===== config.mk =====
export PLATFORM = sky130hd
export DESIGN_NAME = dissemination_barrier_engine_unit
export DESIGN_NICKNAME = d
export VERILOG_FILES = /design/src/hw/rtl/dbe_pkg.sv /design/src/hw/rtl/dissemination_barrier_engine_unit.sv /design/src/hw/rtl/dbe_rem.sv /design/src/hw/rtl/dbe_datapath.sv /design/src/hw/rtl/dbe_ctrl.sv
export SDC_FILE = /design/constraint.sdc
export NUM_CORES = 2
export LEC_CHECK = 0
export BUFFER_PORTS_ARGS = -buffer_cell sky130_fd_sc_hd__buf_2
export CORE_AREA = 2 2 403 405
export CTS_CLUSTER_DIAMETER = 100
export DETAILED_ROUTE_END_ITERATION = 10
export DIE_AREA = 0 0 405 407
export GPL_TIMING_DRIVEN = 0
export RECOVER_POWER = 50
export SLEW_MARGIN = 20
export SYNTH_ARGS = -nofsm -noshare
export SYNTH_HDL_FRONTEND = slang
export SYNTH_SLANG_ARGS = --single-unit

===== constraint.sdc =====
create_clock -name clk -period 15.83 [get_ports clk]
set_input_delay 0 -clock clk [delete_from_list [all_inputs] [get_ports clk]]
set_output_delay 0 -clock clk [all_outputs]
set_load 0.02 [all_outputs]

===== src/hw/rtl/dbe_pkg.sv =====
// Package for the dissemination barrier engine: widths, codes, controller
// state type and the command/status structs between controller and datapath.
// No dependencies.
package dbe_pkg;

  localparam int MAX_ROUNDS = 16;
  localparam int RND_W      = 4;   // slot / round index
  localparam int CNT_W      = 5;   // round count, up to MAX_ROUNDS
  localparam int GRP_W      = 17;
  localparam int NODE_W     = 16;
  localparam int BASE_W     = 48;
  localparam int VAL_W      = 64;
  localparam int SENSE_W    = 16;
  localparam int CFG_IDX_W  = 2;
  localparam int DIV_CNT_W  = 5;   // counts the GRP_W remainder steps

  localparam logic [VAL_W-1:0] SLOT_RESET = 64'h0000_0000_dead_beef;
  localparam int SLOT_SHIFT = 3;   // eight bytes per slot

  typedef enum logic {
    OP_START  = 1'b0,
    OP_ARRIVE = 1'b1
  } op_t;

  typedef enum logic {
    KIND_TOUCH = 1'b0,
    KIND_DONE  = 1'b1
  } kind_t;

  typedef enum logic [CFG_IDX_W-1:0] {
    CFG_GROUP_SIZE = 2'd0,
    CFG_OWN_NODE   = 2'd1,
    CFG_SLOT_BASE  = 2'd2,
    CFG_UNUSED     = 2'd3
  } cfg_idx_t;

  typedef enum logic [2:0] {
    S_IDLE,
    S_DLOAD,
    S_DIV,
    S_EMIT,
    S_CHECK,
    S_DONE,
    S_SOLO
  } state_t;

  typedef struct packed {
    logic write_slot;   // store arrival value
    logic start_bar;    // open a barrier: rounds, round 0, stride 1
    logic advance;      // next round, stride doubles
    logic div_start;    // target node remainder
    logic emit_touch;
    logic emit_done;
    logic finish;       // clear used slots, back to idle phase
  } dbe_cmd_t;

  typedef struct packed {
    logic arrive;       // input item is an arrival
    logic phase;        // barrier in progress
    logic rounds_zero;  // single node group
    logic hit;          // own slot of current round holds the stride
    logic final_round;  // current round is the last one
    logic div_done;
    logic out_free;     // output register can take a result this cycle
  } dbe_status_t;

endpackage


===== src/hw/rtl/dissemination_barrier_engine_unit.sv =====
// Dissemination barrier engine, top level; items are taken one at a time, a new one
// only when idle, after the previous one is through. Start: load, bit-serial remainder
// for the target node, emit of the first touch; each further satisfied round repeats
// check, load, remainder, emit; a done follows the last check (only a done for one
// node). Arrival: write and check; a completed round goes on into that loop. Stalls hold emits.
// Sync active-low reset: idle, slots 0xdeadbeef, group 1, node 0, base 0. Uses dbe_pkg.
module dissemination_barrier_engine_unit
  import dbe_pkg::*;
(
  input  logic                 clk,
  input  logic                 rst_n,
  input  logic                 cfg_valid,
  output logic                 cfg_ready,
  input  logic [CFG_IDX_W-1:0] cfg_index,
  input  logic [BASE_W-1:0]    cfg_data,
  input  logic                 in_valid,
  output logic                 in_stall,
  input  logic                 in_op,
  input  logic [RND_W-1:0]     in_arrive_round,
  input  logic [VAL_W-1:0]     in_arrive_value,
  output logic                 out_valid,
  input  logic                 out_stall,
  output logic                 out_kind,
  output logic [RND_W-1:0]     out_touch_round,
  output logic [NODE_W-1:0]    out_target_node,
  output logic [SENSE_W-1:0]   out_sense_value,
  output logic [BASE_W-1:0]    out_slot_address,
  output logic                 out_last
);

  dbe_cmd_t    cmd;
  dbe_status_t status;
  state_t      state;

  assign cfg_ready = 1'b1;

  dbe_ctrl u_ctrl (
    .clk      (clk),
    .rst_n    (rst_n),
    .in_valid (in_valid),
    .in_stall (in_stall),
    .status   (status),
    .cmd      (cmd),
    .state    (state)
  );

  dbe_datapath u_dp (
    .clk              (clk),
    .rst_n            (rst_n),
    .cmd              (cmd),
    .status           (status),
    .cfg_we           (cfg_valid && cfg_ready),
    .cfg_index        (cfg_index),
    .cfg_data         (cfg_data),
    .in_op            (in_op),
    .in_arrive_round  (in_arrive_round),
    .in_arrive_value  (in_arrive_value),
    .out_valid        (out_valid),
    .out_stall        (out_stall),
    .out_kind         (out_kind),
    .out_touch_round  (out_touch_round),
    .out_target_node  (out_target_node),
    .out_sense_value  (out_sense_value),
    .out_slot_address (out_slot_address),
    .out_last         (out_last)
  );

  // a done result closes the item
  a_done_is_last: assert property (@(posedge clk) disable iff (!rst_n)
    out_valid && (out_kind == KIND_DONE) |-> out_last)
    else $error("done result without last");

  // sense written remotely is always 2^round
  a_touch_sense: assert property (@(posedge clk) disable iff (!rst_n)
    out_valid && (out_kind == KIND_TOUCH) |->
      out_sense_value == (SENSE_W'(1) << out_touch_round))
    else $error("touch sense does not match round");

  // input is only taken with the controller idle
  a_accept_idle: assert property (@(posedge clk) disable iff (!rst_n)
    in_valid && !in_stall |-> state == S_IDLE && !cmd.emit_touch && !cmd.emit_done)
    else $error("item taken while busy");

  // a remainder start leaves the controller in S_DIV with the done flag cleared
  a_div_then_emit: assert property (@(posedge clk) disable iff (!rst_n)
    cmd.div_start |=> state == S_DIV && !status.div_done)
    else $error("remainder unit done flag not cleared on start");

endmodule


===== src/hw/rtl/dbe_rem.sv =====
// Bit-serial remainder unit, one dividend bit per cycle (restoring).
// Depends on dbe_pkg.
module dbe_rem
  import dbe_pkg::*;
(
  input  logic             clk,
  input  logic             rst_n,
  input  logic             start,
  input  logic [GRP_W-1:0] dividend,
  input  logic [GRP_W-1:0] divisor,
  output logic             done,
  output logic [GRP_W-1:0] rem
);

  logic                 busy_r, busy_nxt;
  logic                 done_r, done_nxt;
  logic [DIV_CNT_W-1:0] cnt_r, cnt_nxt;
  logic [GRP_W-1:0]     quo_r, quo_nxt;
  logic [GRP_W-1:0]     rem_r, rem_nxt;
  logic [GRP_W-1:0]     div_r, div_nxt;
  logic [GRP_W:0]       trial;

  assign trial = {rem_r, quo_r[GRP_W-1]};

  always_comb begin
    busy_nxt = busy_r;
    done_nxt = done_r;
    cnt_nxt  = cnt_r;
    quo_nxt  = quo_r;
    rem_nxt  = rem_r;
    div_nxt  = div_r;
    if (start) begin
      busy_nxt = 1'b1;
      done_nxt = 1'b0;
      cnt_nxt  = '0;
      quo_nxt  = dividend;
      rem_nxt  = '0;
      div_nxt  = divisor;
    end else if (busy_r) begin
      // trial < 2*divisor, so one subtract keeps rem below divisor
      if (trial >= {1'b0, div_r}) begin
        rem_nxt = GRP_W'(trial - {1'b0, div_r});
      end else begin
        rem_nxt = trial[GRP_W-1:0];
      end
      quo_nxt = {quo_r[GRP_W-2:0], 1'b0};
      cnt_nxt = cnt_r + 1'b1;
      if (cnt_r == DIV_CNT_W'(GRP_W - 1)) begin
        busy_nxt = 1'b0;
        done_nxt = 1'b1;
      end
    end
  end

  always_ff @(posedge clk) begin
    if (!rst_n) begin
      busy_r <= 1'b0;
      done_r <= 1'b0;
      cnt_r  <= '0;
    end else begin
      busy_r <= busy_nxt;
      done_r <= done_nxt;
      cnt_r  <= cnt_nxt;
    end
    quo_r <= quo_nxt;
    rem_r <= rem_nxt;
    div_r <= div_nxt;
  end

  assign done = done_r;
  assign rem  = rem_r;

endmodule


===== src/hw/rtl/dbe_datapath.sv =====
// Datapath: config registers, round state, flag slots, remainder unit and
// the output register. Depends on dbe_pkg and dbe_rem.
module dbe_datapath
  import dbe_pkg::*;
(
  input  logic                 clk,
  input  logic                 rst_n,
  input  dbe_cmd_t             cmd,
  output dbe_status_t          status,
  input  logic                 cfg_we,
  input  logic [CFG_IDX_W-1:0] cfg_index,
  input  logic [BASE_W-1:0]    cfg_data,
  input  logic                 in_op,
  input  logic [RND_W-1:0]     in_arrive_round,
  input  logic [VAL_W-1:0]     in_arrive_value,
  output logic                 out_valid,
  input  logic                 out_stall,
  output logic                 out_kind,
  output logic [RND_W-1:0]     out_touch_round,
  output logic [NODE_W-1:0]    out_target_node,
  output logic [SENSE_W-1:0]   out_sense_value,
  output logic [BASE_W-1:0]    out_slot_address,
  output logic                 out_last
);

  logic [GRP_W-1:0]  group_r;
  logic [NODE_W-1:0] own_r;
  logic [BASE_W-1:0] base_r;

  logic              phase_r, phase_nxt;
  logic [RND_W-1:0]  cur_r, cur_nxt;
  logic [CNT_W-1:0]  total_r, total_nxt;
  logic [GRP_W-1:0]  stride_r, stride_nxt;
  logic [VAL_W-1:0]  slot_r [MAX_ROUNDS];

  logic [GRP_W-1:0]  g_eff, g_m1;
  logic [CNT_W-1:0]  bit_len, rounds;
  logic [GRP_W-1:0]  div_dividend, rem;
  logic              div_done;

  logic                ov_r;
  logic                o_kind_r;
  logic [RND_W-1:0]    o_round_r;
  logic [NODE_W-1:0]   o_target_r;
  logic [SENSE_W-1:0]  o_sense_r;
  logic [BASE_W-1:0]   o_addr_r;
  logic                o_last_r;
  logic                hit;
  cfg_idx_t            cfg_sel;

  // ceil(log2(g)) = bit length of g-1, saturated
  always_comb begin
    g_eff   = (group_r == '0) ? GRP_W'(1) : group_r;
    g_m1    = g_eff - 1'b1;
    bit_len = '0;
    for (int i = 0; i < GRP_W; i++) begin
      if (g_m1[i]) bit_len = CNT_W'(i + 1);
    end
    rounds = (bit_len > CNT_W'(MAX_ROUNDS)) ? CNT_W'(MAX_ROUNDS) : bit_len;
  end

  assign hit = phase_r && (slot_r[cur_r] == {{(VAL_W-GRP_W){1'b0}}, stride_r});

  assign cfg_sel = cfg_idx_t'(cfg_index);

  always_ff @(posedge clk) begin
    if (!rst_n) begin
      group_r <= GRP_W'(1);
      own_r   <= '0;
      base_r  <= '0;
    end else if (cfg_we) begin
      unique case (cfg_sel)
        CFG_GROUP_SIZE: group_r <= cfg_data[GRP_W-1:0];
        CFG_OWN_NODE:   own_r   <= cfg_data[NODE_W-1:0];
        CFG_SLOT_BASE:  base_r  <= cfg_data;
        default: ;
      endcase
    end
  end

  always_comb begin
    phase_nxt  = phase_r;
    cur_nxt    = cur_r;
    total_nxt  = total_r;
    stride_nxt = stride_r;
    if (cmd.start_bar) begin
      phase_nxt  = 1'b1;
      cur_nxt    = '0;
      total_nxt  = rounds;
      stride_nxt = GRP_W'(1);
    end else if (cmd.advance) begin
      cur_nxt    = cur_r + 1'b1;
      stride_nxt = {stride_r[GRP_W-2:0], 1'b0};
    end else if (cmd.finish) begin
      phase_nxt  = 1'b0;
      cur_nxt    = '0;
      stride_nxt = GRP_W'(1);
    end
  end

  always_ff @(posedge clk) begin
    if (!rst_n) begin
      phase_r  <= 1'b0;
      cur_r    <= '0;
      total_r  <= '0;
      stride_r <= GRP_W'(1);
      for (int i = 0; i < MAX_ROUNDS; i++) slot_r[i] <= SLOT_RESET;
    end else begin
      phase_r  <= phase_nxt;
      cur_r    <= cur_nxt;
      total_r  <= total_nxt;
      stride_r <= stride_nxt;
      if (cmd.write_slot) begin
        slot_r[in_arrive_round] <= in_arrive_value;
      end else if (cmd.finish) begin
        for (int i = 0; i < MAX_ROUNDS; i++) begin
          if (CNT_W'(i) < total_r) slot_r[i] <= SLOT_RESET;
        end
      end
    end
  end

  // touch rounds keep stride at or below 2^15, so the sum fits
  assign div_dividend = {1'b0, own_r} + stride_r;

  dbe_rem u_rem (
    .clk      (clk),
    .rst_n    (rst_n),
    .start    (cmd.div_start),
    .dividend (div_dividend),
    .divisor  (g_eff),
    .done     (div_done),
    .rem      (rem)
  );

  always_ff @(posedge clk) begin
    if (!rst_n) begin
      ov_r <= 1'b0;
    end else if (cmd.emit_touch || cmd.emit_done) begin
      ov_r <= 1'b1;
    end else if (!out_stall) begin
      ov_r <= 1'b0;
    end
  end

  always_ff @(posedge clk) begin
    if (cmd.emit_touch) begin
      o_kind_r   <= KIND_TOUCH;
      o_round_r  <= cur_r;
      o_target_r <= rem[NODE_W-1:0];
      o_sense_r  <= stride_r[SENSE_W-1:0];
      o_addr_r   <= base_r + {{(BASE_W-RND_W-SLOT_SHIFT){1'b0}}, cur_r,
                              {SLOT_SHIFT{1'b0}}};
      o_last_r   <= !hit;  // more rounds follow at once when already satisfied
    end else if (cmd.emit_done) begin
      o_kind_r   <= KIND_DONE;
      o_round_r  <= '0;
      o_target_r <= '0;
      o_sense_r  <= '0;
      o_addr_r   <= '0;
      o_last_r   <= 1'b1;
    end
  end

  assign status.arrive      = (in_op == OP_ARRIVE);
  assign status.phase       = phase_r;
  assign status.rounds_zero = (rounds == '0);
  assign status.hit         = hit;
  assign status.final_round = ({1'b0, cur_r} + 1'b1) == total_r;
  assign status.div_done    = div_done;
  assign status.out_free    = !ov_r || !out_stall;

  assign out_valid        = ov_r;
  assign out_kind         = o_kind_r;
  assign out_touch_round  = o_round_r;
  assign out_target_node  = o_target_r;
  assign out_sense_value  = o_sense_r;
  assign out_slot_address = o_addr_r;
  assign out_last         = o_last_r;

endmodule


===== src/hw/rtl/dbe_ctrl.sv =====
// Controller state machine for the barrier engine: sequences rounds,
// the remainder unit and result emission. Depends on dbe_pkg.
module dbe_ctrl
  import dbe_pkg::*;
(
  input  logic        clk,
  input  logic        rst_n,
  input  logic        in_valid,
  output logic        in_stall,
  input  dbe_status_t status,
  output dbe_cmd_t    cmd,
  output state_t      state
);

  state_t state_r, state_nxt;

  always_ff @(posedge clk) begin
    if (!rst_n) begin
      state_r <= S_IDLE;
    end else begin
      state_r <= state_nxt;
    end
  end

  always_comb begin
    state_nxt = state_r;
    cmd       = '0;
    in_stall  = 1'b1;
    unique case (state_r)
      S_IDLE: begin
        in_stall = 1'b0;
        if (in_valid) begin
          if (status.arrive) begin
            cmd.write_slot = 1'b1;
            state_nxt      = S_CHECK;
          end else if (status.phase) begin
            state_nxt = S_IDLE;  // start while busy is dropped
          end else if (status.rounds_zero) begin
            state_nxt = S_SOLO;
          end else begin
            cmd.start_bar = 1'b1;
            state_nxt     = S_DLOAD;
          end
        end
      end
      S_DLOAD: begin
        cmd.div_start = 1'b1;
        state_nxt     = S_DIV;
      end
      S_DIV: begin
        if (status.div_done) state_nxt = S_EMIT;
      end
      S_EMIT: begin
        if (status.out_free) begin
          cmd.emit_touch = 1'b1;
          state_nxt      = status.hit ? S_CHECK : S_IDLE;
        end
      end
      S_CHECK: begin
        if (!status.hit) begin
          state_nxt = S_IDLE;
        end else if (status.final_round) begin
          state_nxt = S_DONE;
        end else begin
          cmd.advance = 1'b1;
          state_nxt   = S_DLOAD;
        end
      end
      S_DONE: begin
        if (status.out_free) begin
          cmd.emit_done = 1'b1;
          cmd.finish    = 1'b1;
          state_nxt     = S_IDLE;
        end
      end
      S_SOLO: begin
        if (status.out_free) begin
          cmd.emit_done = 1'b1;
          state_nxt     = S_IDLE;
        end
      end
      default: state_nxt = S_IDLE;
    endcase
  end

  assign state = state_r;

endmodule


==> results.sh <==
export IMPL_maxSlewViolCount=89
export IMPL_required_ns=16.43
export IMPL_drt_iter0_markers=3960
export IMPL_synth_distinct_cells=80
export IMPL_synth_cells=4320
export IMPL_grt_pass1_vias=37500
export IMPL_num_fill_cells=14900
export IMPL_dp_hpwl_um=121000
export IMPL_place_area_um2=60900
export IMPL_grtUsageTotal=0.209
export IMPL_via_count=37900
export IMPL_core_area_um2=160000
export IMPL_io_buffer_count=210
export IMPL_reg2reg_setup_slack_ns=10.12
export IMPL_postCtsSetupBuffers=0
export IMPL_yosysSeqAreaShare=0.665
export IMPL_gp_congestion=0.868
export IMPL_start_kind="register"
export IMPL_arrival_ns=6.31
export IMPL_io_pins=213
export IMPL_failed_checks="capacitance limit, slew limit"
export IMPL_syn_nets=4489
export IMPL_drc_errors=0
export IMPL_crit_fanout=10
export IMPL_critical_path_top_delay_family="buffers and inverters"
export IMPL_worstHoldPathType="input pin to register"
export IMPL_rsz0062_at_grt="false"
export IMPL_max_stage_delay_ns=1.08
export IMPL_hold_viol=0
export IMPL_synth_edf_count=1143
export IMPL_synth_top_area_cell="edfxtp_1"
export IMPL_cts_root_buf="clkbuf_16"
export IMPL_p_switching_mw=2.08
export IMPL_slew_headroom=-0.344
export IMPL_fin_setup_tns_ns=0
export IMPL_overflow=0
export IMPL_die_area_um2=165000
export IMPL_async_flop_share=0
export IMPL_cts_tree="done"
export IMPL_status="finished, violations left"
export IMPL_r2r_end="u_dp.stride_r[11]"
export IMPL_cts_sinks=1284
export IMPL_r2r_worst_path_cells=14
export IMPL_final_cell_area_um2=66800
export IMPL_power_density_nw_per_um2=120
export IMPL_fmax_mhz=175
export IMPL_min_period_ns=5.71
export IMPL_rows=147
export IMPL_comb_power_share=0.104
export IMPL_cap_violations=5
export IMPL_die_h_um=407
export IMPL_clk_pin_slew_ns=0.06
export IMPL_start_util=0.349
export IMPL_avgViaCountPerCell=5.27
export IMPL_p_int_mw=5.92
export IMPL_cp_end_kind="register"
export IMPL_critPathSlowestCell="a2111oi_1"
export IMPL_yosys_area_top_type_share=0.614
export IMPL_yosys_warnings=0
export IMPL_worstMarginPinSlew_ns=2.00
export IMPL_pre_cts_slack_ns=10.34
export IMPL_die_w_um=405
export IMPL_clock_path_buffers=3
export IMPL_yosys_top_cells_count="edfxtp_1, and2_1, or3_1, clkbuf_1, nand2_1"
export IMPL_synth_area_um2=55900
export IMPL_power_mw=8.00
export IMPL_synth_main_ff_cell="edfxtp_1"
export IMPL_ir_drop_uv=117
export IMPL_grt_pass1_wl_um=252000
export IMPL_critPathKind="register to register"
export IMPL_finalWorstSetupSlack_ns=10.12
export IMPL_drtPass1Iterations=6
export IMPL_leakage_nw=21.0
export IMPL_ys_top_cells_by_area="edfxtp_1, and2_1, dfxtp_1"
export IMPL_hold_buffers=185
export IMPL_insertion_delay_ns=0.81
export IMPL_antenna_found_initial=13
export IMPL_cts_htree_levels=4
export IMPL_timing_final_crit_share=0.361
export IMPL_synth_most_common_cell="edfxtp_1"
export IMPL_critPathMostFrequentCell="buf_2"
export IMPL_drive_above_1_share=0.0958
export IMPL_holdPathStages=4
export IMPL_nets=5082
export IMPL_grt_max_degree=53
export IMPL_cts_buffers=142
export IMPL_area_growth_pct=19.6
export IMPL_holdPathEnd="u_dp.base_r[17]"
export IMPL_p_sw_frac=0.260
export IMPL_wl_per_cell_um=24.2
export IMPL_synth_seq_cells=1284
export IMPL_setup_viol=0
export IMPL_wl_um=174000
export IMPL_synth_avg_cell_area_um2=12.9
export IMPL_antenna_left=0
export IMPL_cts_resized_gates=0
export IMPL_crit_chain="buf_2, buf_2, buf_2, a21oi_1, a2111oi_1, o21ai_1, a31oi_1, a211oi_2, buf_4, nor4_2, buf_4, buf_2, nand3b_1, a21oi_1"
export IMPL_clkPwrFrac=0.403
export IMPL_hold_path_startpoint="cfg_data[17]"
export IMPL_skew_ns=0.0822
export IMPL_crit_buf_inv=6
export IMPL_pwr_share_seq=0.493
## area by class of cell
| type | count | area, um2 | area share |
|---|---|---|---|
| Tap cell | 2160 | 2700 | 0.0405 |
| Antenna cell | 5 | 12.5 | 0.000187 |
| Buffer | 339 | 1350 | 0.0202 |
| Timing Repair Buffer | 449 | 3600 | 0.0539 |
| Clock buffer | 177 | 3760 | 0.0562 |
| Multi-Input combinational cell | 2640 | 17200 | 0.258 |
| Clock inverter | 77 | 792 | 0.0119 |
| Sequential cell | 1284 | 37100 | 0.556 |
| Inverter | 57 | 214 | 0.00320 |
## logic make-up (layout without fill, tap and decap cells)
group / count (synthesis) / after routing / synth area share
and+or+nand+nor: 1995 / 1995 / 0.204
DFF: 1284 / 1284 / 0.665
buffers and inverters: 396 / 1099 / 0.0279
AOI/OAI and AO/OA: 388 / 388 / 0.0427
muxes: 121 / 121 / 0.0356
xor gates and xnor gates: 90 / 90 / 0.0141
adders and majority gates: 45 / 45 / 0.0105
other: 1 / 6 / 0.0000671
## worst register-to-register path, stage by stage (launching register included)
cell	delay (ns)
dfxtp_1	0.41
buf_2	0.43
buf_2	0.62
buf_2	0.68
a21oi_1	0.14
a2111oi_1	1.08
o21ai_1	0.33
a31oi_1	0.55
a211oi_2	0.14
buf_4	0.21
nor4_2	0.33
buf_4	0.23
buf_2	0.20
nand3b_1	0.13
a21oi_1	0.10
## through the flow
stage | utilization | hold WS [ns] | cells
global route | 0.417 | 0.0426 | 7184
global placement | 0.372 | 0.256 | 6690
floorplan | - | 0.124 | 4320
CTS | 0.420 | 0.0137 | 7183
finish | 0.417 | 0.0642 | 7188
detailed placement | 0.380 | 0.256 | 6744
## placed cells by master (no fill, tap or decap), types with 20 or more instances in the layout
cell type,netlist,layout
and2_1,644,417
dlygate4sd3_1,0,185
nand4_1,47,47
nor3_1,70,71
a21oi_1,170,170
mux2i_1,57,57
nor4_1,157,157
buf_2,23,143
clkbuf_1,297,433
clkinv_2,0,27
nand2b_1,115,115
or3_1,318,316
nand3_1,61,61
inv_1,56,56
nor2_1,152,150
nor4b_1,20,20
mux4_2,62,62
buf_16,0,20
clkbuf_16,0,144
edfxtp_1,1143,1143
clkinv_1,0,28
xor2_1,45,45
o21ai_0,73,73
xnor2_1,45,45
dfxtp_1,141,141
nand3b_1,27,27
nand2_1,275,275
ha_1,42,42
and3_1,52,52
and2_0,1,228
## registers in the layout, indices dropped and copies added (netlist names), 5 cells and up, named ones only
register,count
u_dp.base_r,48
u_dp.group_r,17
u_dp.out_sense_value,16
u_dp.out_slot_address,48
u_dp.out_target_node,16
u_dp.own_r,16
u_dp.slot_r,1024
u_dp.stride_r,17
u_dp.total_r,5
u_dp.u_rem.cnt_r,5
u_dp.u_rem.div_r,17
u_dp.u_rem.quo_r,17
u_dp.u_rem.rem,17
## power by group through the flow
stage          clock network (mW)  logic (mW)  registers, mW
2_1_floorplan                   0       0.460           4.02
3_3_place_gp                    0       0.759           4.04
3_5_place_dp                    0       0.814           4.01
4_1_cts                      3.26       0.852           3.94
5_1_grt                      3.39       0.904           3.95
6_report                     3.23       0.831           3.94
## how the worst max path moves through the flow
stage | slack (ns) | endpoint | cells after the start | startpoint
finish | 10.12 | u_dp.stride_r[11] | 14 | register
global placement | 5.78 | u_dp.slot_r[5][61] | 7 | u_ctrl.state[2]
detailed placement | 10.34 | u_dp.stride_r[11] | 14 | register
floorplan | 9.20 | u_dp.slot_r[5][0] | 7 | u_ctrl.state[2]
global route | 9.88 | u_ctrl.state[1] | 18 | u_dp.group_r[6]
CTS | 10.32 | u_dp.stride_r[11] | 14 | register
## per-layer routing
layer,track usage,routed length (um),part of all wire
met5,0,80,0.00046
met4,0.0820,7360,0.042
met3,0.0382,13100,0.075
met2,0.344,81500,0.47
met1,0.274,71600,0.41
Power figures use the tool's default switching activity.
